--- config.mk ---
export PLATFORM = sky130hd
export DESIGN_NAME = tcp_reno_newreno_window
export DESIGN_NICKNAME = d
export VERILOG_FILES = /design/src/hw/rtl/twr_pkg.sv /design/src/hw/rtl/twr_div.sv /design/src/hw/rtl/twr_dp.sv /design/src/hw/rtl/twr_ctrl.sv /design/src/hw/rtl/tcp_reno_newreno_window.sv
export SDC_FILE = /design/constraint.sdc
export NUM_CORES = 2
export LEC_CHECK = 0
export BUFFER_PORTS_ARGS = -buffer_cell sky130_fd_sc_hd__buf_2
export CORE_UTILIZATION = 40
export CTS_BUF_LIST = sky130_fd_sc_hd__clkbuf_16
export DETAILED_ROUTE_END_ITERATION = 7
export SLEW_MARGIN = 20
export SYNTH_ARGS = -nofsm -noshare
export SYNTH_HDL_FRONTEND = slang
export SYNTH_SLANG_ARGS = --single-unit
--- constraint.sdc ---
create_clock -name clk -period 23.7 [get_ports clk]
set_clock_uncertainty 0.2 [all_clocks]
set_input_delay 2.37 -clock clk [delete_from_list [all_inputs] [get_ports clk]]
set_output_delay 2.37 -clock clk [all_outputs]
set_load 0.01 [all_outputs]
--- src/hw/rtl/twr_pkg.sv ---
`timescale 1ns / 1ps
// Shared types and constants for the TCP Reno/NewReno window engine.
// Used by twr_div, twr_dp, twr_ctrl and tcp_reno_newreno_window.
package twr_pkg;

	localparam int unsigned CAP_SEGMENTS_DEF = 65535;
	localparam logic [15:0] DEFAULT_SEG = 16'd1460;
	localparam logic [31:0] ALL_ONES    = 32'hFFFF_FFFF;
	localparam logic [15:0] DUP_LIMIT   = 16'd3;
	localparam logic [15:0] DUP_MAX     = 16'hFFFF;
	localparam int unsigned DIV_STEPS   = 32;

	typedef enum logic [2:0] {
		MODE_NEW_ACK   = 3'd0,
		MODE_DUP_ACK   = 3'd1,
		MODE_TIMEOUT   = 3'd2,
		MODE_RTT       = 3'd3,
		MODE_RECOV_PNT = 3'd4
	} mode_t;

	typedef struct packed {
		logic capture;
		logic prep;
		logic div_start;
		logic apply;
		logic load_out;
	} twr_cmd_t;

	typedef struct packed {
		logic need_div;
		logic div_done;
	} twr_stat_t;

endpackage

--- src/hw/rtl/twr_div.sv ---
`timescale 1ns / 1ps
// Radix-2 restoring divider, one quotient bit per cycle.
// Depends on twr_pkg for the step count.
module twr_div (
	input  logic        clk,
	input  logic        arst_n,
	input  logic        start,
	input  logic [31:0] dividend,
	input  logic [31:0] divisor,
	output logic        done,
	output logic [31:0] quotient
);
	import twr_pkg::*;

	localparam int CNT_W = $clog2(DIV_STEPS);

	logic [31:0]      rem_q;
	logic [31:0]      quo_q;
	logic [31:0]      dvs_q;
	logic [CNT_W-1:0] cnt_q;
	logic             busy_q;
	logic             done_q;
	logic [32:0]      shifted;
	logic [33:0]      trial;

	assign shifted = {rem_q, quo_q[31]};
	assign trial   = {1'b0, shifted} - {2'b00, dvs_q};

	always_ff @(posedge clk or negedge arst_n) begin
		if (!arst_n) begin
			busy_q <= 1'b0;
			done_q <= 1'b0;
			cnt_q  <= '0;
		end else begin
			done_q <= 1'b0;
			if (start) begin
				busy_q <= 1'b1;
				cnt_q  <= '0;
			end else if (busy_q) begin
				cnt_q <= cnt_q + CNT_W'(1);
				if (cnt_q == CNT_W'(DIV_STEPS - 1)) begin
					busy_q <= 1'b0;
					done_q <= 1'b1;
				end
			end
		end
	end

	always_ff @(posedge clk) begin
		if (start) begin
			rem_q <= '0;
			quo_q <= dividend;
			dvs_q <= divisor;
		end else if (busy_q) begin
			if (!trial[33]) begin
				rem_q <= trial[31:0];
				quo_q <= {quo_q[30:0], 1'b1};
			end else begin
				rem_q <= shifted[31:0];
				quo_q <= {quo_q[30:0], 1'b0};
			end
		end
	end

	assign done     = done_q;
	assign quotient = quo_q;

endmodule

--- src/hw/rtl/twr_dp.sv ---
`timescale 1ns / 1ps
// Datapath: window, threshold and RTT state, event operands and result beat.
// Depends on twr_pkg and twr_div; driven by commands from twr_ctrl.
module twr_dp #(
	parameter int unsigned CAP_SEGMENTS = twr_pkg::CAP_SEGMENTS_DEF
) (
	input  logic             clk,
	input  logic             arst_n,
	input  twr_pkg::twr_cmd_t  cmd,
	output twr_pkg::twr_stat_t stat,
	input  logic             cfg_we,
	input  logic [15:0]      cfg_data,
	input  logic [2:0]       mode,
	input  logic [31:0]      bytes_acked,
	input  logic [31:0]      ack_seq,
	input  logic [31:0]      rtt_sample,
	input  logic [31:0]      bytes_in_flight,
	output logic [31:0]      window,
	output logic [31:0]      slow_start_threshold,
	output logic             retransmit,
	output logic             in_recovery,
	output logic             in_slow_start,
	output logic [31:0]      smoothed_rtt,
	output logic [31:0]      rtt_variation,
	output logic [31:0]      min_rtt,
	output logic [31:0]      loss_events,
	output logic [31:0]      timeout_count
);
	import twr_pkg::*;

	localparam int CAP_W = $clog2(CAP_SEGMENTS + 1);

	// configuration and state
	logic [15:0] seg_q;
	logic [31:0] cwnd_q, thr_q, rp_q, srtt_q, rttvar_q, floor_q, losses_q, timeouts_q;
	logic        slow_q, rec_q, rexmit_q;
	logic [15:0] dup_q;

	// captured event
	logic [2:0]  mode_q;
	logic [31:0] acked_q, seq_q, rtt_q, flight_q;
	logic [15:0] s_q;

	// prepared operands
	logic [31:0]        sq_q, cap_q, lt_q, pc_q, mag_q;
	logic [17:0]        s3_q;
	logic signed [32:0] diff_q;

	// result beat
	logic [31:0] win_o_q, thr_o_q, srtt_o_q, var_o_q, floor_o_q, loss_o_q, to_o_q;
	logic        rex_o_q, rec_o_q, slow_o_q;

	logic               need_div;
	logic               div_done;
	logic [15:0]        s_eff;
	logic [31:0]        lw;
	logic [16:0]        two_s;
	logic [CAP_W+15:0]  cap_prod;
	logic [31:0]        quo, inc;
	logic [32:0]        w_ss, w_ca, w_new, sum_part, sum_loss, sum_infl;
	logic [15:0]        dup_n;
	logic signed [34:0] ns;
	logic signed [32:0] mv;
	logic signed [33:0] nv;
	logic [31:0]        ns_c, nv_c;

	twr_div u_div (
		.clk      (clk),
		.arst_n   (arst_n),
		.start    (cmd.div_start),
		.dividend (sq_q),
		.divisor  (cwnd_q == '0 ? 32'd1 : cwnd_q),
		.done     (div_done),
		.quotient (quo)
	);

	assign s_eff    = (seg_q == '0) ? DEFAULT_SEG : seg_q;
	assign need_div = (mode_q == MODE_NEW_ACK) && (acked_q != '0) && !rec_q
		&& (cwnd_q >= thr_q);
	assign stat     = {need_div, div_done};

	// operand preparation
	assign lw       = (flight_q != '0 && flight_q < cwnd_q) ? flight_q : cwnd_q;
	assign two_s    = {s_q, 1'b0};
	assign cap_prod = (CAP_W+16)'(CAP_SEGMENTS) * (CAP_W+16)'(s_q);

	// update arithmetic
	assign inc      = (quo == '0) ? 32'd1 : quo;
	assign w_ss     = {1'b0, cwnd_q} + {17'b0, s_q};
	assign w_ca     = {1'b0, cwnd_q} + {1'b0, inc};
	assign w_new    = (cwnd_q < thr_q) ? w_ss : w_ca;
	assign sum_part = {1'b0, pc_q} + {17'b0, s_q};
	assign sum_loss = {1'b0, lt_q} + {15'b0, s3_q};
	assign sum_infl = {1'b0, cwnd_q} + {17'b0, s_q};
	assign dup_n    = (dup_q < DUP_MAX) ? dup_q + 16'd1 : dup_q;

	assign ns   = 35'(signed'({1'b0, srtt_q})) + 35'(diff_q >>> 3);
	assign ns_c = (ns[34] || ns == '0) ? 32'd1 : ((ns[33:32] != '0) ? ALL_ONES : ns[31:0]);
	assign mv   = signed'({1'b0, mag_q}) - signed'({1'b0, rttvar_q});
	assign nv   = 34'(signed'({1'b0, rttvar_q})) + 34'(mv >>> 2);
	assign nv_c = nv[33] ? 32'd0 : (nv[32] ? ALL_ONES : nv[31:0]);

	always_ff @(posedge clk or negedge arst_n) begin
		if (!arst_n) begin
			seg_q      <= DEFAULT_SEG;
			cwnd_q     <= 32'({DEFAULT_SEG, 1'b0});
			thr_q      <= ALL_ONES;
			slow_q     <= 1'b1;
			rec_q      <= 1'b0;
			rp_q       <= '0;
			dup_q      <= '0;
			srtt_q     <= '0;
			rttvar_q   <= '0;
			floor_q    <= ALL_ONES;
			losses_q   <= '0;
			timeouts_q <= '0;
			rexmit_q   <= 1'b0;
		end else begin
			if (cfg_we) begin
				seg_q <= cfg_data;
			end
			if (cmd.apply) begin
				rexmit_q <= 1'b0;
				case (mode_q)
					MODE_NEW_ACK: begin
						if (acked_q != '0) begin
							if (rec_q) begin
								if (seq_q >= rp_q) begin
									cwnd_q <= thr_q;
									rec_q  <= 1'b0;
									dup_q  <= '0;
								end else begin
									cwnd_q   <= sum_part[32] ? ALL_ONES : sum_part[31:0];
									rexmit_q <= 1'b1;
								end
							end else begin
								dup_q  <= '0;
								slow_q <= (cwnd_q < thr_q);
								cwnd_q <= (w_new > {1'b0, cap_q}) ? cap_q : w_new[31:0];
							end
						end
					end
					MODE_DUP_ACK: begin
						dup_q <= dup_n;
						if (dup_n == DUP_LIMIT) begin
							thr_q    <= lt_q;
							cwnd_q   <= sum_loss[32] ? ALL_ONES : sum_loss[31:0];
							slow_q   <= 1'b0;
							rec_q    <= 1'b1;
							losses_q <= losses_q + 32'd1;
							rexmit_q <= 1'b1;
						end else if (dup_n > DUP_LIMIT && rec_q) begin
							cwnd_q <= sum_infl[32] ? ALL_ONES : sum_infl[31:0];
						end
					end
					MODE_TIMEOUT: begin
						losses_q   <= losses_q + 32'd1;
						timeouts_q <= timeouts_q + 32'd1;
						thr_q      <= lt_q;
						cwnd_q     <= 32'(s_q);
						slow_q     <= 1'b1;
						rec_q      <= 1'b0;
						dup_q      <= '0;
						rp_q       <= '0;
						rexmit_q   <= 1'b1;
					end
					MODE_RTT: begin
						if (rtt_q != '0) begin
							if (rtt_q < floor_q) begin
								floor_q <= rtt_q;
							end
							if (srtt_q == '0) begin
								srtt_q   <= rtt_q;
								rttvar_q <= {1'b0, rtt_q[31:1]};
							end else begin
								srtt_q   <= ns_c;
								rttvar_q <= nv_c;
							end
						end
					end
					MODE_RECOV_PNT: begin
						rp_q <= seq_q;
					end
					default: begin
					end
				endcase
			end
		end
	end

	always_ff @(posedge clk) begin
		if (cmd.capture) begin
			mode_q   <= mode;
			acked_q  <= bytes_acked;
			seq_q    <= ack_seq;
			rtt_q    <= rtt_sample;
			flight_q <= bytes_in_flight;
			s_q      <= s_eff;
		end
		if (cmd.prep) begin
			sq_q   <= {16'd0, s_q} * {16'd0, s_q};
			cap_q  <= 32'(cap_prod);
			lt_q   <= ({1'b0, lw[31:1]} < 32'(two_s)) ? 32'(two_s) : {1'b0, lw[31:1]};
			pc_q   <= (cwnd_q > 32'(s_q)) ? cwnd_q - 32'(s_q) : cwnd_q;
			s3_q   <= 18'(two_s) + 18'(s_q);
			diff_q <= signed'({1'b0, rtt_q}) - signed'({1'b0, srtt_q});
			mag_q  <= (rtt_q >= srtt_q) ? rtt_q - srtt_q : srtt_q - rtt_q;
		end
		if (cmd.load_out) begin
			win_o_q   <= (cwnd_q < 32'(s_q)) ? 32'(s_q) : cwnd_q;
			thr_o_q   <= thr_q;
			rex_o_q   <= rexmit_q;
			rec_o_q   <= rec_q;
			slow_o_q  <= slow_q;
			srtt_o_q  <= srtt_q;
			var_o_q   <= rttvar_q;
			floor_o_q <= floor_q;
			loss_o_q  <= losses_q;
			to_o_q    <= timeouts_q;
		end
	end

	assign window               = win_o_q;
	assign slow_start_threshold = thr_o_q;
	assign retransmit           = rex_o_q;
	assign in_recovery          = rec_o_q;
	assign in_slow_start        = slow_o_q;
	assign smoothed_rtt         = srtt_o_q;
	assign rtt_variation        = var_o_q;
	assign min_rtt              = floor_o_q;
	assign loss_events          = loss_o_q;
	assign timeout_count        = to_o_q;

endmodule

--- src/hw/rtl/twr_ctrl.sv ---
`timescale 1ns / 1ps
// Controller: sequences capture, operand prep, divide, update and result beat.
// Depends on twr_pkg for the command and status structs.
module twr_ctrl (
	input  logic               clk,
	input  logic               arst_n,
	input  logic               in_valid,
	output logic               in_stall,
	output logic               out_valid,
	input  logic               out_stall,
	output twr_pkg::twr_cmd_t  cmd,
	input  twr_pkg::twr_stat_t stat
);
	import twr_pkg::*;

	typedef enum logic [2:0] {
		S_IDLE,
		S_PREP,
		S_DIV_GO,
		S_DIV_WAIT,
		S_APPLY,
		S_OUT
	} state_t;

	state_t state_q;
	logic   out_valid_q;
	logic   slot_free;

	assign slot_free = !out_valid_q || !out_stall;

	assign cmd.capture   = (state_q == S_IDLE) && in_valid;
	assign cmd.prep      = (state_q == S_PREP);
	assign cmd.div_start = (state_q == S_DIV_GO);
	assign cmd.apply     = (state_q == S_APPLY);
	assign cmd.load_out  = (state_q == S_OUT) && slot_free;

	assign in_stall  = (state_q != S_IDLE);
	assign out_valid = out_valid_q;

	always_ff @(posedge clk or negedge arst_n) begin
		if (!arst_n) begin
			state_q     <= S_IDLE;
			out_valid_q <= 1'b0;
		end else begin
			if (cmd.load_out) begin
				out_valid_q <= 1'b1;
			end else if (out_valid_q && !out_stall) begin
				out_valid_q <= 1'b0;
			end
			case (state_q)
				S_IDLE: begin
					if (in_valid) begin
						state_q <= S_PREP;
					end
				end
				S_PREP: begin
					state_q <= stat.need_div ? S_DIV_GO : S_APPLY;
				end
				S_DIV_GO: begin
					state_q <= S_DIV_WAIT;
				end
				S_DIV_WAIT: begin
					if (stat.div_done) begin
						state_q <= S_APPLY;
					end
				end
				S_APPLY: begin
					state_q <= S_OUT;
				end
				S_OUT: begin
					if (slot_free) begin
						state_q <= S_IDLE;
					end
				end
				default: begin
					state_q <= S_IDLE;
				end
			endcase
		end
	end

endmodule

--- src/hw/rtl/tcp_reno_newreno_window.sv ---
`timescale 1ns / 1ps
// Top level of the TCP Reno/NewReno congestion window engine.
// Depends on twr_pkg, twr_ctrl, twr_dp (which holds twr_div).

// One event in, one result beat out; the input stalls until the last event is
// through. A new ACK in congestion avoidance runs the 32-step radix-2 divider
// that forms segment_size^2 / cwnd. The result sits in an output register, so
// a new event is taken while the previous beat waits. The user must write
// segment_size over the cfg channel only while the engine is idle; the block
// does not enforce it. Zero means 1460 bytes; the cap is CAP_SEGMENTS segments.
module tcp_reno_newreno_window #(
	parameter int unsigned CAP_SEGMENTS = twr_pkg::CAP_SEGMENTS_DEF
) (
	input  logic        clk,
	input  logic        arst_n,
	input  logic        cfg_valid,
	output logic        cfg_ready,
	input  logic [15:0] cfg_data,
	input  logic        in_valid,
	output logic        in_stall,
	input  logic [2:0]  mode,
	input  logic [31:0] bytes_acked,
	input  logic [31:0] ack_seq,
	input  logic [31:0] rtt_sample,
	input  logic [31:0] bytes_in_flight,
	output logic        out_valid,
	input  logic        out_stall,
	output logic [31:0] window,
	output logic [31:0] slow_start_threshold,
	output logic        retransmit,
	output logic        in_recovery,
	output logic        in_slow_start,
	output logic [31:0] smoothed_rtt,
	output logic [31:0] rtt_variation,
	output logic [31:0] min_rtt,
	output logic [31:0] loss_events,
	output logic [31:0] timeout_count
);
	import twr_pkg::*;

	twr_cmd_t  cmd;
	twr_stat_t stat;

	assign cfg_ready = 1'b1;

	twr_ctrl u_ctrl (
		.clk       (clk),
		.arst_n    (arst_n),
		.in_valid  (in_valid),
		.in_stall  (in_stall),
		.out_valid (out_valid),
		.out_stall (out_stall),
		.cmd       (cmd),
		.stat      (stat)
	);

	twr_dp #(
		.CAP_SEGMENTS (CAP_SEGMENTS)
	) u_dp (
		.clk                  (clk),
		.arst_n               (arst_n),
		.cmd                  (cmd),
		.stat                 (stat),
		.cfg_we               (cfg_valid && cfg_ready),
		.cfg_data             (cfg_data),
		.mode                 (mode),
		.bytes_acked          (bytes_acked),
		.ack_seq              (ack_seq),
		.rtt_sample           (rtt_sample),
		.bytes_in_flight      (bytes_in_flight),
		.window               (window),
		.slow_start_threshold (slow_start_threshold),
		.retransmit           (retransmit),
		.in_recovery          (in_recovery),
		.in_slow_start        (in_slow_start),
		.smoothed_rtt         (smoothed_rtt),
		.rtt_variation        (rtt_variation),
		.min_rtt              (min_rtt),
		.loss_events          (loss_events),
		.timeout_count        (timeout_count)
	);

endmodule

# --- Word level (Yosys, flattened, before mapping) ---
# Index checks and enable logic that the tools add are counted.
word_totals:
  inputBits: 152
  elab_cells: 200
  output_inout_bits: 230
  register_bits: 983
op_classes:
  n_eq_ne: 19
  mul: 2
  add_sub_neg: 17
  reduce_logical: 40
  mux: 64
  magnitude_cmp: 12
op_table:
  columns: ["op", "n"]
  rows:
  - ["32-bit two-way mux", 24]
  - ["32-bit case mux with 2 select lines", 3]
  - ["32-bit >= comparator", 3]
  - ["32-bit logical NOT", 3]
  - ["32-bit < comparator", 3]
  - ["32-bit case mux with 3 select lines", 1]
  - ["32-bit nonzero test", 3]
  - ["16-bit two-way mux", 5]
  - ["32-bit by 16-bit adder with 33-bit output", 2]
  - ["32-bit by 32-bit subtractor with 33-bit output", 2]
  - ["32-bit by 1-bit adder with 32-bit output, second input constant", 2]
  - ["32-bit subtractor", 2]
  - ["16-bit case mux with 3 select lines", 1]
  - ["35-bit logical NOT", 1]
  - ["33-bit by 30-bit adder with 34-bit output", 1]
  - ["33-bit by 31-bit adder with 34-bit output", 1]
  - ["33-bit by 32-bit subtractor with 34-bit output", 1]
  - ["32-bit by 18-bit adder with 33-bit output", 1]
  - ["32-bit by 32-bit adder with 33-bit output", 1]
  - ["33-bit by 32-bit > comparator with 1-bit output", 1]
  - ["33-bit two-way mux", 1]
  - ["32-bit by 16-bit > comparator with 1-bit output", 1]
  - ["32-bit by 16-bit < comparator with 1-bit output", 1]
  - ["16-bit by 16-bit multiplier with 32-bit output", 1]
  - ["other kinds (34)", 89]

# --- Logic depth before layout (Yosys ltp) ---
depth:
  depth_word: 9
  depth_mapped: 29
  depth_no_buf: 27

# --- Hierarchy ---
# From an unflattened synthesis, not the netlist that was laid out.
hier_totals:
  hier_cells: 6886
  hier_area_um2: 69749.4
by_module_without_submodules:
  columns: ["module", "instances", "area_each_um2", "cells_each"]
  rows:
  - ["twr_dp", 1, 63668.6, 6294]
  - ["twr_div", 1, 5784.3, 559]
  - ["twr_ctrl", 1, 285.3, 31]
  - ["tcp_reno_newreno_window", 1, 11.3, 2]

# --- Least setup slack after synthesis ---
# Ideal clock, no wire load.
synth_timing:
  path_kind: "reg-to-reg"
  startpoint: "register u_ctrl.state_q[2]"
  endpoint: "register u_dp.cap_q[10], enable pin"
  setup_time_ps: 1056
  path_stages_with_launch: 3
  setup_slack_ps: 7151
  t_required_ps: 22444
  arrival_ps: 15292
  period_less_slack_ps: 16549
  n_path_buf: 1
  path_cell_list: "dfrtp_1 -> clkbuf_1 -> nor3b_1"
synth_via:
  elab_chain_len: 1
synth_rtl:
  columns: ["element", "line_no", "source"]
  rows:
  - ["from (decl)", "twr_ctrl.sv:25", "state_t state_q;"]
  - ["from (signal assigned)", "twr_ctrl.sv:57", "state_q <= stat.need_div ? S_DIV_GO : S_APPLY;"]
  - ["3-bit by 1-bit equality test with 1-bit output", "twr_ctrl.sv:32", "assign cmd.prep = (state_q == S_PREP);"]
  - ["to (signal assigned)", "twr_dp.sv:202", "cap_q <= 32'(cap_prod);"]
  - ["to (decl)", "twr_dp.sv:45", "logic [31:0] sq_q, cap_q, lt_q, pc_q, mag_q;"]
# Every way passes these cells.
# A chain may end at the register's enable or synchronous reset.

# --- Worst setup path after layout ---
layout_timing:
  startpoint: "register u_dp.s_q[4]"
  endpoint: "register u_dp.sq_q[31], data pin"
layout_via:
  elab_chain_len: 1
layout_rtl:
  columns: ["element", "line_no", "source"]
  rows:
  - ["from (decl)", "twr_dp.sv:42", "logic [15:0] s_q;"]
  - ["from (signal assigned)", "twr_dp.sv:198", "s_q <= s_eff;"]
  - ["16-bit by 16-bit multiplier with 32-bit output", "twr_dp.sv:201", "sq_q <= {16'd0, s_q} * {16'd0, s_q};"]
  - ["to (signal assigned)", "twr_dp.sv:201", null]
  - ["to (decl)", "twr_dp.sv:45", null]
# Every way passes these cells.

==> results.py <==
metrics = {
    "run_status": {
        "status": "finished clean",
    },
    "die": {
        "start_util": 0.404,
        "io_pins": 382,
        "die_h_um": 416,
        "core_um2": 170000,
        "die_w_um": 416,
        "num_rows": 151,
        "dieArea_um2": 173000,
    },
    "clock_network": {
        "cts_buffer_depth": 3,
        "clk_latency_ns": 0.79,
        "cts_root_buf": "clkbuf_16",
        "clk_pin_slew_worst_paths_ns": 0.06,
        "clock_sinks": 975,
        "hold_buffers": 0,
        "numCtsBuffers": 114,
        "cts_resized": 0,
        "post_cts_buffers": 0,
        "h-tree-depth": 3,
        "tritoncts": "yes",
    },
    "sta": {
        "grt_setup_unrepaired": "false",
        "setup_tns_ns": 0,
        "setup_slack_ns": 15.64,
        "drv_slew": 0,
        "max-slew-margin-rel": 0.239,
        "period_share": 0.340,
        "setup_viol": 0,
        "post-route-min-period_ns": 8.06,
        "fmax_ghz": 0.124,
        "tightestPinTransition_ns": 1.14,
        "fin_hold_ws_ns": 0.239,
        "finalHoldViolCount": 0,
    },
    "final_layout": {
        "final_common_cell": "inv_1",
        "drive_gt1_frac": 0.121,
        "area_delta_synth_final_pct": 12.3,
        "mostFrequentLayoutCells": "inv_1 (765), ha_1 (678), edfxtp_1 (641), nand2_1 (521), nor2_1 (435)",
        "final_nets": 8149,
    },
    "worst_setup_path": {
        "critPathSlowestCell": "edfxtp_1",
        "crit_start": "u_dp.s_q[4]$_SDFFCE_PN1P_",
        "worst_setup_path_end_kind": "register",
        "r2r-start": "u_dp.s_q[4]$_SDFFCE_PN1P_",
        "max_stage_delay_ns": 1.10,
        "worst-path-buf-inv": 3,
        "cp_common_cell": "fa_1",
        "crit_fanout": 16,
        "critical_path_class": "register to register",
        "start_kind": "register",
        "path_cells": "inv_2, nor2_1, fa_1, fa_1, inv_1, fa_1, fa_1, fa_1, inv_1, fa_1, ha_1, a21o_1, a21oi_1, nor2b_1, a31oi_1, a31oi_1, a221oi_1, nor2b_1, o21a_1, nor3_1, o21bai_1, a21oi_1, xnor2_1",
        "critPathTopFamily": "adder cells",
        "cp.required_ns": 23.99,
        "cp.arrival_ns": 8.35,
    },
    "synthesis": {
        "synth-seq-cells": 975,
        "netlist_area_um2": 68500,
        "async_reset_ff_frac": 0.310,
        "synthFlopType": "edfxtp_1",
        "yosysTopAreaCellShare": 0.281,
        "synth_edf_count": 641,
        "ys_warn_count": 0,
        "avgSynthCellArea_um2": 10.1,
        "synth_cells": 6767,
        "synth_top_area_cell": "edfxtp_1",
        "synth_area_leaders": "edfxtp_1 (28%), ha_1 (12%), dfrtp_1 (8.2%), fa_1 (7.9%), inv_1 (4.1%)",
        "synth_cell_type_count": 94,
        "synth.net_count": 7867,
        "ys_seq_area_frac": 0.402,
    },
    "global_route": {
        "grt_pass1_vias": 52000,
        "gr-total-overflow": 0,
        "grt_max_degree": 141,
        "grt_pass1_wl_um": 323000,
        "grt_use_total": 0.245,
        "antenna_found_initial": 5,
    },
    "placement": {
        "numPortBuffers": 380,
        "gp_congestion": 0.966,
        "place_ws_ns": 15.68,
        "hpwl_um": 166000,
    },
    "routing": {
        "wirelength_um": 216000,
        "dr.pass1.iters": 6,
        "vias_per_cell": 5.63,
        "ant_nets": 0,
        "detail_route.wl_per_cell_um": 23.1,
        "drt_iter0_markers": 4515,
        "via_count": 52800,
        "drc_errors": 0,
    },
    "job": {
        "cap_violations": 0,
    },
    "hold_path": {
        "hp-start": "u_dp.seg_q[9]$_DFFE_PN0P_",
        "hold_path_class": "register to register",
    },
}
final cells by class:
cell class / count / area (um2)
Tap cell: 2218 / 2780
Fill cell: 16000 / 92700
Timing Repair Buffer: 461 / 2550
Multi-Input combinational cell: 4738 / 37100
Clock buffer: 117 / 2930
Sequential cell: 975 / 27500
Antenna cell: 3 / 7.51
Inverter: 759 / 2850
Clock inverter: 101 / 1150
routing by layer:
metal | wire length (um) | up-vias | GRT usage
met4 | 9380 | 6 | 0.102
met2 | 101000 | 1912 | 0.401
met3 | 14100 | 385 | 0.0330
met1 | 92300 | 26000 | 0.327
met5 | 43 | - | 0
li1 | - | 24400 | -
stage by stage:
| stage | instances | util | area [um2] |
|---|---|---|---|
| after floorplan | 6767 | - | 68500 |
| after global placement | 9151 | 0.429 | 72800 |
| after detailed placement | 9151 | 0.429 | 72800 |
| after CTS | 9369 | 0.453 | 76900 |
| after global routing | 9369 | 0.453 | 76900 |
| final | 9372 | 0.454 | 76900 |
cell usage after synthesis (15+ instances only):
| library cell | number |
|---|---|
| a221oi_1 | 26 |
| nor4_1 | 63 |
| nand2_1 | 521 |
| nor2b_1 | 63 |
| dfxtp_1 | 32 |
| a21oi_1 | 407 |
| buf_2 | 15 |
| xor2_1 | 137 |
| a2111oi_0 | 19 |
| a211oi_1 | 44 |
| dfrtp_1 | 225 |
| or3_1 | 36 |
| o21ai_0 | 406 |
| ha_1 | 678 |
| clkbuf_1 | 274 |
| o31ai_1 | 30 |
| mux2_2 | 70 |
| nand2b_1 | 67 |
| inv_1 | 751 |
| o221ai_1 | 31 |
| nand4_1 | 75 |
| o22ai_1 | 25 |
| a31oi_1 | 61 |
| a21o_1 | 164 |
| nor2_1 | 440 |
| edfxtp_1 | 641 |
| dfstp_2 | 77 |
| nor3_1 | 100 |
| xnor2_1 | 294 |
| and4_1 | 20 |
| nand3_1 | 112 |
| fa_1 | 270 |
| a22o_1 | 30 |
| a22oi_1 | 54 |
| o21bai_1 | 38 |
| o21a_1 | 69 |
| o211ai_1 | 37 |
| and2_1 | 20 |
| and3_1 | 56 |
| or2_2 | 16 |
| mux2i_1 | 64 |
worst register-to-register path, delay by kind of cell (launching register included):
kind	cells	cell delay, ns
fa+ha+maj	7	3.39
compound gates	8	1.79
flops	1	1.10
simple gates	4	0.73
buf+inv	3	0.56
xor+xnor	1	0.08
path summary, 6_finish.rpt:
check / cells past startpoint / slack [ns] / end
max reg2reg: 23 / 15.64 / u_dp.sq_q[31]$_DFFE_PN_
max: 23 / 15.64 / u_dp.sq_q[31]$_DFFE_PN_
max in group asynchronous: 3 / 19.75 / u_dp.srtt_q[13]$_DFFE_PN0P_
min: 0 / 0.24 / u_dp.s_q[9]$_SDFFCE_PN0P_
min in group asynchronous: 1 / 1.41 / u_dp.cwnd_q[18]$_DFFE_PN0P_
min reg2reg: 0 / 0.24 / u_dp.s_q[9]$_SDFFCE_PN0P_
logic make-up (layout without fill, tap and decap cells):
kind of cell,after synthesis,in the layout,share of synthesized area
AND/OR/NAND/NOR,1634,1634,0.113
adder cells (fa/ha/maj),948,948,0.203
multiplexers,134,134,0.0209
buffers and inverters,1054,1438,0.0582
flip-flops,975,975,0.402
AO/OA/AOI/OAI,1590,1590,0.148
other,1,4,0.0000547
XOR/XNOR,431,431,0.0551
Power is left out: the tool's default activity adds up to more than one toggle a clock period on the data nets, which glitch-free logic cannot reach.
